**src/design/rdq_pkg.sv**
```systemverilog
package rdq_pkg;

	localparam int DATA_W = 32;
	localparam int DEPTH_DEF = 16;

	typedef enum logic [2:0] {
		FN_PUSH_BACK  = 3'd0,
		FN_PUSH_FRONT = 3'd1,
		FN_POP_BACK   = 3'd2,
		FN_POP_FRONT  = 3'd3,
		FN_REVERSE    = 3'd4,
		FN_QUERY      = 3'd5
	} func_t;

	typedef enum logic [1:0] {
		ST_OK    = 2'd0,
		ST_EMPTY = 2'd1,
		ST_FULL  = 2'd2
	} status_t;

endpackage

```
**src/design/reversible_deque.sv**
```systemverilog
// Double-ended queue of signed 32-bit values in a ring of DEPTH entries, with
// a reverse flag that swaps the logical front and back in one step. A command
// is taken on every clock edge where start is high; busy is always low, so one
// command per cycle is sustained. Its result (logical front and back values,
// -1 when empty, the count and a status) appears in the next cycle for exactly
// one cycle with done high, taken from the registered read of the entry memory,
// which has one write port and two read ports, one per end.
// The receiver cannot stall and must take each result beat as it comes.
// Pops on an empty queue and pushes on a full one leave the queue untouched
// and are reported in status.
module reversible_deque
	import rdq_pkg::*;
#(
	parameter int DEPTH = DEPTH_DEF,
	localparam int IDX_W = (DEPTH > 1) ? $clog2(DEPTH) : 1,
	localparam int CNT_W = $clog2(DEPTH + 1)
) (
	input  logic                     clk,
	input  logic                     arst_n,
	input  logic                     start,
	output logic                     busy,
	input  logic [2:0]               func,
	input  logic signed [DATA_W-1:0] value,
	output logic                     done,
	output logic signed [DATA_W-1:0] front_value,
	output logic signed [DATA_W-1:0] back_value,
	output logic [CNT_W-1:0]         count,
	output logic [1:0]               status
);

	function automatic logic [IDX_W-1:0] ring_next(input logic [IDX_W-1:0] i);
		return (i == IDX_W'(DEPTH - 1)) ? '0 : i + 1'b1;
	endfunction

	function automatic logic [IDX_W-1:0] ring_prev(input logic [IDX_W-1:0] i);
		return (i == '0) ? IDX_W'(DEPTH - 1) : i - 1'b1;
	endfunction

	logic [IDX_W-1:0] head_q, tail_q, head_d, tail_d;
	logic [CNT_W-1:0] cnt_q, cnt_d;
	logic             rev_q, rev_d;
	logic             done_q;
	status_t          st_d, st_s1;

	logic                     we;
	logic [IDX_W-1:0]         waddr, ra_head, ra_tail;
	logic signed [DATA_W-1:0] entries_q [DEPTH];
	logic signed [DATA_W-1:0] head_rd_s1, tail_rd_s1;

	logic accept;
	logic at_tail;

	assign busy = 1'b0;
	assign accept = start;

	always_comb begin
		head_d = head_q;
		tail_d = tail_q;
		cnt_d = cnt_q;
		rev_d = rev_q;
		st_d = ST_OK;
		we = 1'b0;
		waddr = tail_q;
		at_tail = 1'b0;
		if (accept) begin
			case (func)
				FN_PUSH_BACK, FN_PUSH_FRONT: begin
					if (cnt_q == CNT_W'(DEPTH)) begin
						st_d = ST_FULL;
					end else begin
						// logical back sits at the physical tail unless reversed
						at_tail = (func == FN_PUSH_BACK) ^ rev_q;
						we = 1'b1;
						cnt_d = cnt_q + 1'b1;
						if (at_tail) begin
							waddr = tail_q;
							tail_d = ring_next(tail_q);
						end else begin
							waddr = ring_prev(head_q);
							head_d = ring_prev(head_q);
						end
					end
				end
				FN_POP_BACK, FN_POP_FRONT: begin
					if (cnt_q == '0) begin
						st_d = ST_EMPTY;
					end else begin
						at_tail = (func == FN_POP_BACK) ^ rev_q;
						cnt_d = cnt_q - 1'b1;
						if (at_tail) begin
							tail_d = ring_prev(tail_q);
						end else begin
							head_d = ring_next(head_q);
						end
					end
				end
				FN_REVERSE: begin
					rev_d = ~rev_q;
				end
				default: begin
				end
			endcase
		end
		ra_head = head_d;
		ra_tail = ring_prev(tail_d);
	end

	always_ff @(posedge clk or negedge arst_n) begin
		if (!arst_n) begin
			head_q <= '0;
			tail_q <= '0;
			cnt_q <= '0;
			rev_q <= 1'b0;
			done_q <= 1'b0;
		end else begin
			head_q <= head_d;
			tail_q <= tail_d;
			cnt_q <= cnt_d;
			rev_q <= rev_d;
			done_q <= accept;
		end
	end

	// end reads see this cycle's push through the bypass
	always_ff @(posedge clk) begin
		if (we) begin
			entries_q[waddr] <= value;
		end
		head_rd_s1 <= (we && waddr == ra_head) ? value : entries_q[ra_head];
		tail_rd_s1 <= (we && waddr == ra_tail) ? value : entries_q[ra_tail];
		st_s1 <= st_d;
	end

	// state registers already hold this beat's post-step count and flag
	assign done = done_q;
	assign count = cnt_q;
	assign status = st_s1;
	always_comb begin
		if (cnt_q == '0) begin
			front_value = -32'sd1;
			back_value = -32'sd1;
		end else if (rev_q) begin
			front_value = tail_rd_s1;
			back_value = head_rd_s1;
		end else begin
			front_value = head_rd_s1;
			back_value = tail_rd_s1;
		end
	end

	a_done_follows_start: assert property (@(posedge clk) disable iff (!arst_n)
		start |=> done)
		else $error("result beat missing after accepted command");

	a_count_bound: assert property (@(posedge clk) disable iff (!arst_n)
		cnt_q <= CNT_W'(DEPTH))
		else $error("count above depth");

	a_idle_holds: assert property (@(posedge clk) disable iff (!arst_n)
		!start |=> (cnt_q == $past(cnt_q) && head_q == $past(head_q)
			&& tail_q == $past(tail_q) && rev_q == $past(rev_q)))
		else $error("state moved without a command");

	a_full_status: assert property (@(posedge clk) disable iff (!arst_n)
		(done && status == ST_FULL) |-> (count == CNT_W'(DEPTH)))
		else $error("push dropped while not full");

	a_empty_status: assert property (@(posedge clk) disable iff (!arst_n)
		(done && status == ST_EMPTY) |-> (count == '0))
		else $error("pop ignored while not empty");

endmodule

```
**config.mk**
```make
export PLATFORM = sky130hd
export DESIGN_NAME = reversible_deque
export DESIGN_NICKNAME = d
export VERILOG_FILES = /design/src/design/rdq_pkg.sv /design/src/design/reversible_deque.sv
export SDC_FILE = /design/constraint.sdc
export NUM_CORES = 1
export LEC_CHECK = 0
export BUFFER_PORTS_ARGS = -buffer_cell sky130_fd_sc_hd__buf_2
export CAP_MARGIN = 20
export CORE_UTILIZATION = 60
export DETAILED_ROUTE_END_ITERATION = 16
export GPL_ROUTABILITY_DRIVEN = 0
export HOLD_SLACK_MARGIN = 0.03
export PLACE_DENSITY_LB_ADDON = 0.05
export SLEW_MARGIN = 20
export SYNTH_ARGS = -nofsm -noshare
export SYNTH_HDL_FRONTEND = slang
export SYNTH_SLANG_ARGS = --single-unit
```
**constraint.sdc**
```tcl
create_clock -name clk -period 4.55 [get_ports clk]
set_input_delay 0.455 -clock clk [delete_from_list [all_inputs] [get_ports clk]]
set_output_delay 0.455 -clock clk [all_outputs]
set_load 0.01 [all_outputs]
```
==> run summary <==
GR Util All Layers - 0.292
cell class contributing the biggest share of worst-path delay - multiplexers
total clock buffers created by CTS - 55
Synth Register Bits - 537
final hold violations - 0
max capacitance violation total - 0
routed vias - 13,800
cell with the biggest individual delay on the critical path - sky130_fd_sc_hd__dfxtp_4
residual antenna-violating net count after detailed routing - 0
clock transition at the register clock pins on the worst setup and hold paths after CTS - 0.06 ns
highest clock rate - 0.260 GHz
largest area contributor in the synthesized netlist - sky130_fd_sc_hd__edfxtp_1
Max rail drop VDD - 0.493 mV
maximum number of pins on one net before global-route repair - 81
routed vias/inst - 7.06
maximum clock skew at final layout - 0.0195 ns
FILL cells - 2,695
buffer count from post-CTS setup fixing - 0
effective utilization at floorplan - 0.610
initial detailed-routing violation count - 1,375
FF-to-FF Start - rev_q
max-slew violations - 0
Final Cycle Share - 0.846
top cells by count, synth - sky130_fd_sc_hd__edfxtp_1 (512), sky130_fd_sc_hd__mux4_2 (320), sky130_fd_sc_hd__nand2_1 (83), sky130_fd_sc_hd__mux2i_1 (64), sky130_fd_sc_hd__clkbuf_1 (52)
sequential-to-total area share from yosys stat - 0.622
count of mapped cells out of synthesis - 1,260
outcome - finished, final reports clean
total clock sinks - 537
HPWL after detailed placement - 35,300 um
Syn Nets - 1,308
post-layout min period - 3.85 ns
stage delay of the slowest cell on the critical path - 0.75 ns
CTS tree - yes
final routed wirelength across all metal layers - 61,300 um
data required time of the critical path - 4.09 ns
list of cells traversed by the critical path - buf_4 > mux4_2 > mux4_2 > mux2i_1 > nand2_1 > buf_2
leading cell types by total area after synthesis - sky130_fd_sc_hd__edfxtp_1 (60%), sky130_fd_sc_hd__mux4_2 (28%), sky130_fd_sc_hd__mux2i_1 (2.5%)
maximum clock insertion buffer count - 3
critical path endpoint category - primary output
sum of negative setup slack - 0 ns
startpoint kind of the worst setup timing path - flip-flop
startpoint-to-endpoint class of the critical path - flip-flop to primary output
Synth Warn # - 0
width of the die - 209 um
Leak - 9.47 nW
number of input and output port buffers inserted - 109
remaining routing DRC violations - 0
H-tree Lvls - 2
Final setup viols - 0
Post-DP Area - 27,100 um2
CP Max Fanout - 36
area of all placed cells without fillers - 28,700 um2
count of flip-flops with a built-in enable after synthesis - 512
Pwr per Cell Area - 616 nW/um2
Hold Startpoint - value[9]
drt first pass iters - 5
arrival time of data at the critical path endpoint - 3.39 ns
height of the die - 209 um
via count of the first global-routing pass - 14,200
CTS root buffer - sky130_fd_sc_hd__clkbuf_16
latest clock arrival within the worst-skew pair - 0.61 ns
Syn Std Cell Area - 25,700 um2
full die area - 43,600 um2
number of antenna violations at the first check in global routing - 2
P&R area growth vs syn - 12.0%
distinct cell type count of the synthesized netlist - 63
most common cell in the netlist - sky130_fd_sc_hd__edfxtp_1
first-pass GRT wire length - 91,300 um
Primary FF master, synth - sky130_fd_sc_hd__edfxtp_1
setup slack at placement - 1.04 ns
remaining global-route overflow - 0
share of layout cells above drive strength 1 - 0.413
post-detailed-route wirelength per cell - 31.3 um
area share of the leading cell type in the synthesized netlist - 0.599
overall power - 17.7 mW
worst slew margin relative to its limit - 0.271
Floorplan Core Area - 42,000 um2
io pins - 111
Async S/R FF share, synth - 0.0279
RSZ-0062 raised after global routing - false
number of nets in the finished design - 1,421
combined buffer and inverter count along the critical path - 2
Syn Area/Cell - 20.4 um2
cell type with the highest occurrence count on the critical path - sky130_fd_sc_hd__mux4_2
share of the core filled with cells - 0.683
Final Worst Setup Slack - 0.703 ns
number of placement rows - 75
Worst Max-Slew Pin Slew - 1.09 ns
type of the worst min-delay path - input pin to flip-flop
worst paths after layout:
path	end	slack, ns	depth (start not counted)
max in group asynchronous	rev_q	3.94	2
max	front_value[27]	0.70	6
min	entries_q[13][9]	0.23	1
min reg2reg	count[3]	0.58	2
min in group asynchronous	count[1]	0.31	2
max reg2reg	entries_q[15][2]	1.25	6
timing repair:
action | CTS | global route
endpoints found under the hold margin | 16 | 0
gates resized for setup | 0 | 0
hold buffers | 2 | 0
placed cells by master (no fill, tap or decap), drive strengths merged, types with 12 or more instances in the layout:
cell / count
mux4: 320
dfrtp: 15
buf: 152
clkbuf: 69
mux2i: 64
edfxtp: 512
a21oi: 12
nor2: 27
inv: 14
nand2: 83
clkinv: 24
per-stage QoR:
step	cells	hold WS [ns]
CTS	1955	0.206
global route	1956	0.222
global placement	1853	0.385
floorplan	1260	0.159
finish	1956	0.229
detailed placement	1853	0.389
sequential cells by signal, indices dropped and copies added, names as in the netlist, named ones only:
register   flops
head_q         4
rev_q          1
status         2
entries_q    512
done           1
count          5
tail_q         4
kinds of logic (layout without fill, tap and decap cells):
logic type | after synthesis | in the layout | synth area share
fa+ha+maj | 10 | 10 | 0.00517
buf+inv | 109 | 265 | 0.0184
other cells | 1 | 2 | 0.000146
flops | 537 | 537 | 0.622
compound gates | 61 | 61 | 0.0189
xor+xnor | 12 | 12 | 0.00439
simple gates | 145 | 145 | 0.0248
mux | 385 | 385 | 0.306
where the power goes:
part           internal (mW)  total, mW  switching [mW]
logic                   3.64       7.06            3.42
registers               5.68       6.46           0.783
clock network           2.31       4.18            1.87
metal layers:
layer | track usage | part of all wire
met1 | 0.417 | 0.39
met2 | 0.481 | 0.51
met3 | 0.0427 | 0.078
met4 | 0.0758 | 0.018
met5 | 0 | 0.00021
cell type report:
cell class	count	area [um2]	share of cell area
Timing Repair Buffer	154	1040	0.0363
Inverter	11	41.3	0.00144
Clock inverter	31	191	0.00666
Tap cell	539	674	0.0235
Clock buffer	69	1450	0.0505
Multi-Input combinational cell	614	9350	0.325
Sequential cell	537	16000	0.556
Antenna cell	1	2.50	0.0000871
(Power assumes the default switching activity.)
